`src/pli_pkg.sv`:
```
// Shared types and constants of the piecewise linear interpolator.
`default_nettype none
package pli_pkg;

   localparam int MAX_POINTS = 256;
   localparam int IDX_W = 8;
   localparam int CNT_W = 9;
   localparam int DIV_STEPS = 64;
   localparam int MUL_STEPS = 32;
   localparam int STEP_W = 6;
   localparam int CSR_ADDR_W = 3;

   localparam logic [1:0] ACT_LOAD  = 2'd0;
   localparam logic [1:0] ACT_VALUE = 2'd1;
   localparam logic [1:0] ACT_SLOPE = 2'd2;
   localparam logic [1:0] ACT_NOP   = 2'd3;

   localparam logic [1:0] STAT_OK         = 2'd0;
   localparam logic [1:0] STAT_EMPTY      = 2'd1;
   localparam logic [1:0] STAT_ZERO_WIDTH = 2'd2;
   localparam logic [1:0] STAT_SAT        = 2'd3;

   typedef enum logic [4:0] {
      OP_NONE, OP_CAPTURE, OP_WRITE, OP_READ_FIRST, OP_FIRST_CELL, OP_READ_LAST,
      OP_LAST_CELL, OP_SEARCH_INIT, OP_READ_MID, OP_NARROW, OP_LO_CELL, OP_READ_A,
      OP_READ_B, OP_DIFF, OP_DIV_SLOPE_LOAD, OP_DIV_FRAC_LOAD, OP_FRAC_SET,
      OP_DIV_STEP, OP_FRAC_FROM_DIV, OP_MUL_STEP, OP_RESULT
   } pli_op_type;

   typedef enum logic [2:0] {
      RES_ZERO, RES_EMPTY, RES_SINGLE, RES_ZERO_WIDTH, RES_SLOPE, RES_VALUE
   } pli_res_type;

   typedef enum logic [4:0] {
      S_IDLE, S_DISPATCH, S_CHK_FIRST, S_CHK_LAST, S_BIN_RD, S_BIN_CHK, S_RD_A,
      S_RD_B, S_DIFF, S_PREP, S_DIV, S_FRAC, S_MUL, S_FINISH
   } pli_state_type;

   typedef struct packed {
      pli_op_type  op;
      pli_res_type res_sel;
   } pli_cmd_type;

   typedef struct packed {
      logic is_load;
      logic is_nop;
      logic is_slope;
      logic n_zero;
      logic n_one;
      logic n_le2;
      logic t_less;
      logic span_done;
      logic zero_width;
      logic frac_trivial;
   } pli_status_type;

endpackage
`default_nettype wire

```
`src/pli_ctrl.sv`:
```
// Controller state machine sequencing search, division and multiplication.
`default_nettype none
module pli_ctrl (
   input  wire logic                    clock,
   input  wire logic                    reset,
   input  wire logic                    req_valid,
   output logic                         req_ready,
   output logic                         rsp_valid,
   input  wire logic                    rsp_ready,
   input  wire pli_pkg::pli_status_type status,
   output pli_pkg::pli_cmd_type         cmd
);

   pli_pkg::pli_state_type state_ff, state_in;
   pli_pkg::pli_res_type   res_sel_ff, res_sel_in;
   logic [pli_pkg::STEP_W-1:0] cnt_ff, cnt_in;
   logic rsp_valid_ff, rsp_valid_in;
   logic out_free;

   assign out_free  = !rsp_valid_ff || rsp_ready;
   assign req_ready = (state_ff == pli_pkg::S_IDLE);
   assign rsp_valid = rsp_valid_ff;

   always_ff @(posedge clock) begin
      if (reset) begin
         state_ff     <= pli_pkg::S_IDLE;
         res_sel_ff   <= pli_pkg::RES_ZERO;
         cnt_ff       <= '0;
         rsp_valid_ff <= 1'b0;
      end else begin
         state_ff     <= state_in;
         res_sel_ff   <= res_sel_in;
         cnt_ff       <= cnt_in;
         rsp_valid_ff <= rsp_valid_in;
      end
   end

   always_comb begin
      state_in     = state_ff;
      res_sel_in   = res_sel_ff;
      cnt_in       = cnt_ff;
      rsp_valid_in = rsp_valid_ff && !rsp_ready;
      cmd.op       = pli_pkg::OP_NONE;
      cmd.res_sel  = res_sel_ff;
      unique case (state_ff)
         pli_pkg::S_IDLE: begin
            if (req_valid) begin
               cmd.op   = pli_pkg::OP_CAPTURE;
               state_in = pli_pkg::S_DISPATCH;
            end
         end
         pli_pkg::S_DISPATCH: begin
            priority if (status.is_load) begin
               cmd.op     = pli_pkg::OP_WRITE;
               res_sel_in = pli_pkg::RES_ZERO;
               state_in   = pli_pkg::S_FINISH;
            end else if (status.is_nop) begin
               res_sel_in = pli_pkg::RES_ZERO;
               state_in   = pli_pkg::S_FINISH;
            end else if (status.n_zero) begin
               res_sel_in = pli_pkg::RES_EMPTY;
               state_in   = pli_pkg::S_FINISH;
            end else if (status.n_le2) begin
               cmd.op   = pli_pkg::OP_FIRST_CELL;
               state_in = pli_pkg::S_RD_A;
            end else begin
               cmd.op   = pli_pkg::OP_READ_FIRST;
               state_in = pli_pkg::S_CHK_FIRST;
            end
         end
         pli_pkg::S_CHK_FIRST: begin
            if (status.t_less) begin
               cmd.op   = pli_pkg::OP_FIRST_CELL;
               state_in = pli_pkg::S_RD_A;
            end else begin
               cmd.op   = pli_pkg::OP_READ_LAST;
               state_in = pli_pkg::S_CHK_LAST;
            end
         end
         pli_pkg::S_CHK_LAST: begin
            if (!status.t_less) begin
               cmd.op   = pli_pkg::OP_LAST_CELL;
               state_in = pli_pkg::S_RD_A;
            end else begin
               cmd.op   = pli_pkg::OP_SEARCH_INIT;
               state_in = pli_pkg::S_BIN_RD;
            end
         end
         pli_pkg::S_BIN_RD: begin
            if (status.span_done) begin
               cmd.op   = pli_pkg::OP_LO_CELL;
               state_in = pli_pkg::S_RD_A;
            end else begin
               cmd.op   = pli_pkg::OP_READ_MID;
               state_in = pli_pkg::S_BIN_CHK;
            end
         end
         pli_pkg::S_BIN_CHK: begin
            cmd.op   = pli_pkg::OP_NARROW;
            state_in = pli_pkg::S_BIN_RD;
         end
         pli_pkg::S_RD_A: begin
            cmd.op   = pli_pkg::OP_READ_A;
            state_in = pli_pkg::S_RD_B;
         end
         pli_pkg::S_RD_B: begin
            cmd.op   = pli_pkg::OP_READ_B;
            state_in = pli_pkg::S_DIFF;
         end
         pli_pkg::S_DIFF: begin
            cmd.op   = pli_pkg::OP_DIFF;
            state_in = pli_pkg::S_PREP;
         end
         pli_pkg::S_PREP: begin
            cnt_in = '0;
            priority if (status.n_one) begin
               res_sel_in = pli_pkg::RES_SINGLE;
               state_in   = pli_pkg::S_FINISH;
            end else if (status.zero_width) begin
               res_sel_in = pli_pkg::RES_ZERO_WIDTH;
               state_in   = pli_pkg::S_FINISH;
            end else if (status.is_slope) begin
               cmd.op   = pli_pkg::OP_DIV_SLOPE_LOAD;
               state_in = pli_pkg::S_DIV;
            end else if (status.frac_trivial) begin
               cmd.op   = pli_pkg::OP_FRAC_SET;
               state_in = pli_pkg::S_MUL;
            end else begin
               cmd.op   = pli_pkg::OP_DIV_FRAC_LOAD;
               state_in = pli_pkg::S_DIV;
            end
         end
         pli_pkg::S_DIV: begin
            cmd.op = pli_pkg::OP_DIV_STEP;
            cnt_in = cnt_ff + 1'b1;
            if (cnt_ff == pli_pkg::STEP_W'(pli_pkg::DIV_STEPS - 1)) begin
               if (status.is_slope) begin
                  res_sel_in = pli_pkg::RES_SLOPE;
                  state_in   = pli_pkg::S_FINISH;
               end else begin
                  state_in = pli_pkg::S_FRAC;
               end
            end
         end
         pli_pkg::S_FRAC: begin
            cmd.op   = pli_pkg::OP_FRAC_FROM_DIV;
            cnt_in   = '0;
            state_in = pli_pkg::S_MUL;
         end
         pli_pkg::S_MUL: begin
            cmd.op = pli_pkg::OP_MUL_STEP;
            cnt_in = cnt_ff + 1'b1;
            if (cnt_ff == pli_pkg::STEP_W'(pli_pkg::MUL_STEPS - 1)) begin
               res_sel_in = pli_pkg::RES_VALUE;
               state_in   = pli_pkg::S_FINISH;
            end
         end
         pli_pkg::S_FINISH: begin
            if (out_free) begin
               cmd.op       = pli_pkg::OP_RESULT;
               rsp_valid_in = 1'b1;
               state_in     = pli_pkg::S_IDLE;
            end
         end
         default: begin
            state_in = pli_pkg::S_IDLE;
         end
      endcase
   end

   a_accept_dispatch: assert property (@(posedge clock) disable iff (reset)
      (req_valid && req_ready) |=> state_ff == pli_pkg::S_DISPATCH)
      else $error("accepted transaction did not reach dispatch");

   a_rsp_from_finish: assert property (@(posedge clock) disable iff (reset)
      $rose(rsp_valid_ff) |-> $past(state_ff) == pli_pkg::S_FINISH)
      else $error("response raised outside finish");

   a_mul_count: assert property (@(posedge clock) disable iff (reset)
      state_ff == pli_pkg::S_MUL |-> !cnt_ff[pli_pkg::STEP_W-1])
      else $error("multiply step count overran");

   a_no_overwrite: assert property (@(posedge clock) disable iff (reset)
      (cmd.op == pli_pkg::OP_RESULT) |-> out_free)
      else $error("result written over a pending response");

endmodule
`default_nettype wire

```
`config.mk`:
```
export PLATFORM = sky130hd
export DESIGN_NAME = pli_ctrl
export DESIGN_NICKNAME = d
export VERILOG_FILES = /design/src/pli_pkg.sv /design/src/pli_ctrl.sv
export SDC_FILE = /design/constraint.sdc
export NUM_CORES = 1
export LEC_CHECK = 0
export ABC_AREA = 1
export BUFFER_PORTS_ARGS = -buffer_cell sky130_fd_sc_hd__buf_2
export CAP_MARGIN = 20
export CORE_MARGIN = 2
export CORE_UTILIZATION = 61
export CTS_BUF_LIST = sky130_fd_sc_hd__clkbuf_4 sky130_fd_sc_hd__clkbuf_8
export CTS_CLUSTER_SIZE = 10
export DETAILED_ROUTE_END_ITERATION = 16
export PLACE_DENSITY = 0.87
export SLEW_MARGIN = 10
export SYNTH_ARGS = -nofsm -noshare
export SYNTH_HDL_FRONTEND = slang
export SYNTH_SLANG_ARGS = --single-unit
export TNS_END_PERCENT = 30
```
`constraint.sdc`:
```
create_clock -name clock -period 2.4 [get_ports clock]
set_clock_uncertainty 0.05 [all_clocks]
set_input_delay 0.12 -clock clock [delete_from_list [all_inputs] [get_ports clock]]
set_output_delay 0.12 -clock clock [all_outputs]
set_load 0.01 [all_outputs]
```
# Word level (Yosys, flattened, before mapping)
# Cells that the tools add are included.
# Widths: inputs -> output; s select.
word_totals:
  out_inout_bits: 10
  regBits: 15
classes:
  addsub: 1
  eq_ne: 22
  reduce_logical: 11
  n_mux: 43
ops:
  columns: ["op", "count"]
  rows:
  - ["$pmux 5 s14", 2]
  - ["$mux 3", 19]
  - ["$mux 5", 9]
  - ["$eq 5x4->1 const B", 6]
  - ["$eq 5x3->1 const B", 4]
  - ["$mux 4", 3]
  - ["$pmux 3 s4", 1]
  - ["$pmux 6 s2", 1]
  - ["$eq 5x2->1 const B", 2]
  - ["$ne 2x2->1 const B", 5]
  - ["$add 6x1->6 const B", 1]
  - ["$eq 6x5->1 const B", 1]
  - ["$eq 6x6->1 const B", 1]
  - ["$mux 2", 3]
  - ["$reduce_and 6->1", 1]
  - ["$eq 5x1->1 const B", 1]
  - ["$logic_not 5->1", 1]
  - ["$mux 1", 5]
  - ["$ne 4x4->1 const B", 1]
  - ["$reduce_and 4->1", 1]
  - ["$reduce_bool 4->1", 1]
  - ["$reduce_or 2->1", 2]
  - ["$ne 3x3->1 const B", 1]
  - ["$logic_not 1->1", 2]
  - ["3 further kinds", 3]

# Longest topological paths before layout
# Gate-level depths: netlist (run 1).
logic_depth:
  word_depth: 5
  depth_mapped: 11
  mapped_depth_nobuf: 11

# Worst setup path before layout (run 1)
# OpenSTA, ideal clock, no wires.
synth_path:
  path_kind: "register to register"
  startpoint: "register cnt_ff[0] (netlist name)"
  endpoint: "register res_sel_ff[0]"
  setup_ns: 0.113
  period_less_slack_ns: 1.444
  setup_slack_ns: 0.956
  path_stages_with_launch: 11
  required_ns: 2.237
  t_arrival_ns: 1.281
  n_path_buf: 0
  cell_sequence: "dfxtp_1 ha_1 nand2_1 nor2_1 nand2_1 nand2_2 nand2_4 nor2_2 nand2_2 nor2_1 nor2_1"
synth_between:
  elab_chain_cells: 3
synth_rtl:
  columns: ["element", "line", "source"]
  rows:
  - ["start: declaration", "pli_ctrl.sv:16", "logic [pli_pkg::STEP_W-1:0] cnt_ff, cnt_in;"]
  - ["start signal: assignment", "pli_ctrl.sv:33", "cnt_ff <= cnt_in;"]
  - ["$eq 6x5->1 or $eq 6x6->1 (tied branches)", "pli_ctrl.sv:153, pli_ctrl.sv:136", null]
  - ["$ne 2x2->1 (no line)", null, null]
  - ["$reduce_and 6->1 (no line) (*)", null, null]
  - ["end signal: assignment", "pli_ctrl.sv:27", "res_sel_ff <= pli_pkg::RES_ZERO;"]
  - ["end signal: assignment", "pli_ctrl.sv:32", "res_sel_ff <= res_sel_in;"]
  - ["end: declaration", "pli_ctrl.sv:15", "pli_pkg::pli_res_type res_sel_ff, res_sel_in;"]
# Mark *: on every way between the ends. The rest lies on a longest branch, timed or not.
# A chain may end at the register's enable or synchronous reset.

==> out/metrics.cfg, run 1 <==
[flow_run]
cap_violations=0

[critical_path]
r2r_start=cnt_ff[0]
crit_fanout=6
cp_data_arrival_time_ps=1710
reg2reg_to=state_ff[1]
end_kind=primary output
crit_slowest_cell=dfxtp_1
rr_worst_depth=9
rrSetupSlack_ps=770
cp-start-kind=flip-flop
slowest_delay_ps=430
cp.required_ps=2230
cp_cell_sequence=inv_1 -> nand2_1 -> nor2_1 -> inv_1 -> nor2_1 -> a211oi_1 -> nand3_1 -> buf_2
crit_type=flip-flop to primary output

[sta]
tns_ps=0
hold_viol=0
grt_setup_unrepaired=no
fmax_ghz=0.533
final.period_utilization_pct=78.2
setup_ws_ps=524
maxSlewViolCount=0
worstMarginPinSlew_ps=393
timing.slew.headroom_pct=73.6
final-setup-viol-count=0
min_period_ps=1880

[placement]
globalplace.congestion=1.02
hpwlAfterDp_mm=2.41
numPortBuffers=23
post-place-ws_ps=816

[finish]
synthToLayoutAreaGrowth_pct=14.9
seqCellArea_um2=280
drive_above_1_share_pct=21.8
fillCellCount=157
final_nets=250
multi_input_area_um2=768
diodes=0

[synth]
ys_types=24
synth-seq-cells=14
yosys_warnings=0
synthSimpleGateAreaFrac_pct=51.9
synth_compound_area_share_pct=11.7
synthMuxAreaShare_pct=0
post-synth-top-area-cell=dfxtp_1
synthesis.nets=223
yosysSeqAreaShare_pct=23.9
synth_fa_ha_area_share_pct=1.06
synth_top_family_by_area=simple AND/OR/NAND/NOR gates
yosysTopAreaCellShare_pct=23.9
synth-xor-area-share_pct=0.745
syn-cell-area_mm2=0.00117
synth.area.top_cells=dfxtp_1 (24%), nand2_1 (21%), nor2_1 (11%)
netlist_instances=208
syn_area_per_cell_um2=5.65

[clock_network]
numCtsBuffers=3
worstSkewPairLatency_ps=270
post_cts_resized=0
cts_sinks=14
clk_pin_slew_ps=80
cts_hold_buf=0
post-cts-setup-buffers=0
cts_tree=done
clockBufferDepth=2
cts_max_level=1
cts-root-buf=clkbuf_4

[detailed_routing]
wl_mm=2.86
ant_nets=0
wl_per_cell_um=11.1
drt_iter0_markers=62
drtPass1Iterations=4
vias=1372
viasPerCell=5.30
drcViolationCount=0

[floorplanning]
die_width_um=47.9
dieHeight_um=47.9
rows=15
start_util_pct=66.6
core_mm2=0.00176
ios=24
die-area_mm2=0.00229

[global_routing]
grt.overflow.total=0
grt_pass1_wl_mm=4.52
grt_usage_pct=28.0
grt_max_degree=10
grt_pass1_vias=1135
antenna_found_initial=0

[worst_hold_path]
hold_depth=2
worstHoldStart=reset
hold_end=state_ff[3]
hold_path.class=input port to flip-flop

[pwr]
ir_drop_mv=0.731
p_leak_nw=0.715
powerDensity_mw_per_mm2=991

[status]
status=completed

area by class of cell:
cell class / count / area share (%)
clock buffers: 4 / 2.69
inverters: 31 / 8.80
multi-input cells: 162 / 56.9
flip-flops and latches: 14 / 20.8
well taps: 25 / 2.32
repair buffers: 23 / 8.53
cell usage after synthesis:
master	n
buf_4	1
nand4_1	2
a21oi_1	10
nand3_1	16
a21oi_2	2
xor2_1	1
inv_2	3
nor3b_1	2
inv_4	1
dfxtp_1	14
a31oi_1	1
nor3_1	2
o21ai_2	2
nor2_1	33
o21ai_0	6
nor2_4	1
inv_1	27
nand2_2	6
ha_1	1
nand2_4	3
nor2_2	6
o221ai_1	1
a211oi_1	1
nand2_1	66
per-stage QoR:
| stage | hold WS [ps] | instance area (um2) | utilization (%) | cells | power [mW] |
|---|---|---|---|---|---|
| 2_1_floorplan | 283 | 1170 | - | 208 | 0.946 |
| 3_3_place_gp | 356 | 1310 | 74.5 | 255 | 1.15 |
| 3_5_place_dp | 361 | 1310 | 74.5 | 255 | 1.17 |
| 4_1_cts | 67.0 | 1350 | 76.5 | 259 | 1.33 |
| 5_1_grt | 87.2 | 1350 | 76.5 | 259 | 1.48 |
| 6_report | 70.9 | 1350 | 76.5 | 259 | 1.34 |
cell families after synthesis:
logic type	count (synthesis)
AND/OR/NAND/NOR	137
buffers and inverters	32
AO/OA/AOI/OAI	23
flip-flops	14
XOR/XNOR	1
adder cells (fa/ha/maj)	1
state kept, by name (all words and copies together) (netlist names):
signal	flops
res_sel_ff	3
cnt_ff	6
rsp_valid	1
state_ff	4
critical path: cells and delay by family, from the launching register on:
| family | cells | cell delay (ps) |
|---|---|---|
| compound gates | 1 | 260 |
| buf+inv | 3 | 350 |
| flops | 1 | 430 |
| simple gates | 4 | 400 |
where the power goes:
part           switching [mW]  leakage, nW  internal (mW)
combinational           0.534        0.580          0.293
sequential             0.0588        0.114          0.288
clock                  0.0719       0.0210         0.0922
how the worst max path moves through the flow:
stage	from	end	cells after the start
CTS	state_ff[2]	cmd[3]	8
detailed placement	cnt_ff[0]	state_ff[3]	8
global placement	cnt_ff[0]	state_ff[1]	9
finish	state_ff[2]	cmd[3]	8
floorplan	cnt_ff[0]	res_sel_ff[0]	10
global route	state_ff[3]	cmd[3]	8
per-layer routing:
metal	track usage [%]	vias to the layer above	wire (um)
met5	0	-	0
met4	11.9	0	54
met3	5.28	8	221
met2	45.3	60	1370
met1	36.3	595	1220
li1	-	709	-
layout by cell type, fill, tap and decap left out:
master / instances
nor2_2: 6
o21ai_0: 6
nor2_1: 33
a21oi_1: 10
clkbuf_4: 3
nand2_4: 3
inv_2: 3
nand4_1: 2
nor3_1: 2
inv_1: 27
ha_1: 1
o221ai_1: 1
clkbuf_8: 1
buf_2: 23
nor3b_1: 2
o21ai_2: 2
a31oi_1: 1
a211oi_1: 1
a21oi_2: 2
nand3_1: 16
inv_4: 1
nand2_2: 6
dfxtp_1: 14
nor2_4: 1
xor2_1: 1
nand2_1: 66
Note: power is estimated with default switching activity, not from simulation.
==> run 2: changes to the inputs <==
Settings changed: CORE_UTILIZATION 61 to 51, PLACE_DENSITY 0.87 to 0.78.
Clock period 2.4 ns to 1.51 ns, I/O delays scaled along.
==> run 2 against run 1 <==
The flow now finishes with violations (negative setup slack). Via count is 11% higher. Sequential power is 82% higher. Cell count is 8.9% higher. Worst setup slack worse by 610 ps. Flip-flop and latch count stayed put. Non-clock buffer count is 20 higher. Wire length is 33% higher. Register-to-register slack worse by 820 ps. Combinational power is 120% higher. Critical path depth is 2 lower. Clock power is 70% higher.
==> out/metrics.cfg, run 2 (synthesis gave the netlist of run 1 again) <==
[sta]
maxSlewViolCount=0  ; unchanged
final-setup-viol-count=8  ; +8
final.period_utilization_pct=106
fmax_ghz=0.625
min_period_ps=1600
timing.slew.headroom_pct=79.5  ; +5.9 points
hold_viol=0  ; unchanged
worstMarginPinSlew_ps=306  ; -87.2 ps
grt_setup_unrepaired=yes
setup_ws_ps=-89.4  ; -613 ps

[detailed_routing]
drtPass1Iterations=7  ; +3
drcViolationCount=0  ; unchanged
wl_mm=3.80  ; +33%
viasPerCell=5.40  ; +1.9%
ant_nets=0  ; unchanged
drt_iter0_markers=75  ; +21%
wl_per_cell_um=13.5  ; +22%
vias=1522  ; +11%

[global_routing]
antenna_found_initial=0  ; unchanged
grt_usage_pct=29.1  ; +1.1 points
grt_pass1_wl_mm=5.82  ; +29%
grt_pass1_vias=1332  ; +17%
grt.overflow.total=0  ; unchanged
grt_max_degree=10  ; unchanged

[finish]
drive_above_1_share_pct=40.6  ; +19 points
final_nets=270  ; +8.0%
synthToLayoutAreaGrowth_pct=44.1
fin_area_mm2=0.00169  ; +25%
top_regs=cnt_ff (6), state_ff (4), res_sel_ff (3)
regMostFlops=cnt_ff
diodes=0  ; unchanged
final_cell_mix=nand2_1 (58), nor2_1 (25), buf_2 (23), inv_1 (22), buf_4 (18)
fillCellCount=186  ; +18%
instances_no_fill=282  ; +8.9%
final_common_cell=nand2_1
largest_register_ffs=6  ; unchanged

[critical_path]
cp_top_family=flip-flops
rrSetupSlack_ps=-50  ; -820 ps
reg2reg_to=res_sel_ff[1]
crit_fanout=6  ; unchanged
crit_slowest_cell=dfxtp_4
cp_data_arrival_time_ps=1470  ; -240 ps
end_kind=primary output
cp.required_ps=1380  ; -850 ps
r2r_start=state_ff[2]
cp_num_buf_inv=2  ; -1
cp_cell_sequence=inv_4 -> nand2_2 -> nor2_2 -> nand2_1 -> o221ai_1 -> buf_2
rr_worst_depth=10  ; +1
cp-start-kind=flip-flop
slowest_delay_ps=400  ; -30 ps
crit_type=flip-flop to primary output

[floorplanning]
start_util_pct=53.6  ; -13 points
die-area_mm2=0.00270  ; +18%
rows=17  ; +2
ios=24  ; unchanged
core_mm2=0.00219  ; +24%
die_width_um=52.0  ; +8.6%
dieHeight_um=52.0  ; +8.6%

[placement]
globalplace.congestion=1.04  ; +1.2%
numPortBuffers=23  ; unchanged
post-place-ws_ps=-0.00611  ; -816 ps
hpwlAfterDp_mm=2.51  ; +3.8%
place_area_mm2=0.00139  ; +6.0%
dp_cells=268  ; +5.1%

[pwr]
p_leak_nw=0.879  ; +23%
power_mw=2.77  ; +110%
ir_drop_mv=1.28  ; +75%
powerDensity_mw_per_mm2=1640  ; +65%

[status]
status=complete, but fails checks
violations=negative setup slack

[clock_network]
clockBufferDepth=2  ; unchanged
cts-root-buf=clkbuf_4
worstSkewPairLatency_ps=300  ; +30 ps
cts_max_level=1  ; unchanged
cts_sinks=14  ; unchanged
cts_tree=done
numCtsBuffers=3  ; unchanged
clk_pin_slew_ps=90  ; about the same

[flow_run]
cap_violations=0  ; unchanged

[worst_hold_path]
hold_depth=4  ; +2
worstHoldStart=rsp_ready
hold_end=rsp_valid
hold_path.class=input port to flip-flop

==> run 2: final cells by class <==
class	instances	area (um2)	area share [%]
multi-input combinational	162	921	54.4
sequential	14	295	17.4
timing repair buffer	43	272	16.0
inverter	31	134	7.91
clock buffer	4	36.3	2.14
tap	28	35.0	2.07
==> run 2: what timing repair did <==
action | CTS | global route
setup endpoints to repair | 7 | 15
setup buffers | 7 | 2
gates resized for setup | 43 | 18
hold buffers | 1 | 0
pin swaps | 11 | 10
hold endpoints to repair | 1 | 0
==> run 2: per-stage QoR <==
stage               hold slack [ps]  util (%)  TNS [ps]
CTS                            33.1      73.8      -150
finish                         44.4      77.3      -435
global route                    109      77.3     -1260
floorplan                       238         -         0
global placement                324      63.6         0
detailed placement              324      63.6  -0.00611
==> run 2: layer usage <==
metal | global-route usage (%) | routed length, um | vias to the layer above | part of all wire, %
li1 | - | - | 743 | -
met1 | 37.0 | 1550 | 670 | 41
met2 | 47.7 | 1740 | 88 | 46
met3 | 3.45 | 314 | 21 | 8.3
met4 | 15.4 | 195 | 0 | 5.1
met5 | 0 | 0 | - | 0
==> run 2: how the worst max path moves through the flow <==
stage	from	to	slack, ps	depth (start not counted)
after floorplan	cnt_ff[0]	res_sel_ff[0]	70	10
after global placement	state_ff[3]	state_ff[3]	30	6
after detailed placement	state_ff[0]	state_ff[0]	-0.006	8
after CTS	state_ff[1]	cmd[3]	-50	9
after global routing	state_ff[0]	cmd[5]	-130	7
final	state_ff[2]	cmd[7]	-90	6
==> run 2: where the power goes <==
part | internal (mW) | switching (mW) | total (mW)
combinational | 0.721 | 1.14 | 1.86
sequential | 0.484 | 0.149 | 0.633
clock | 0.147 | 0.131 | 0.279
total | 1.35 | 1.42 | 2.77
==> run 2: worst min-delay path, delay by kind of cell <==
kind / cells / cell delay, ps
buf+inv: 1 / 80
simple gates: 3 / 190
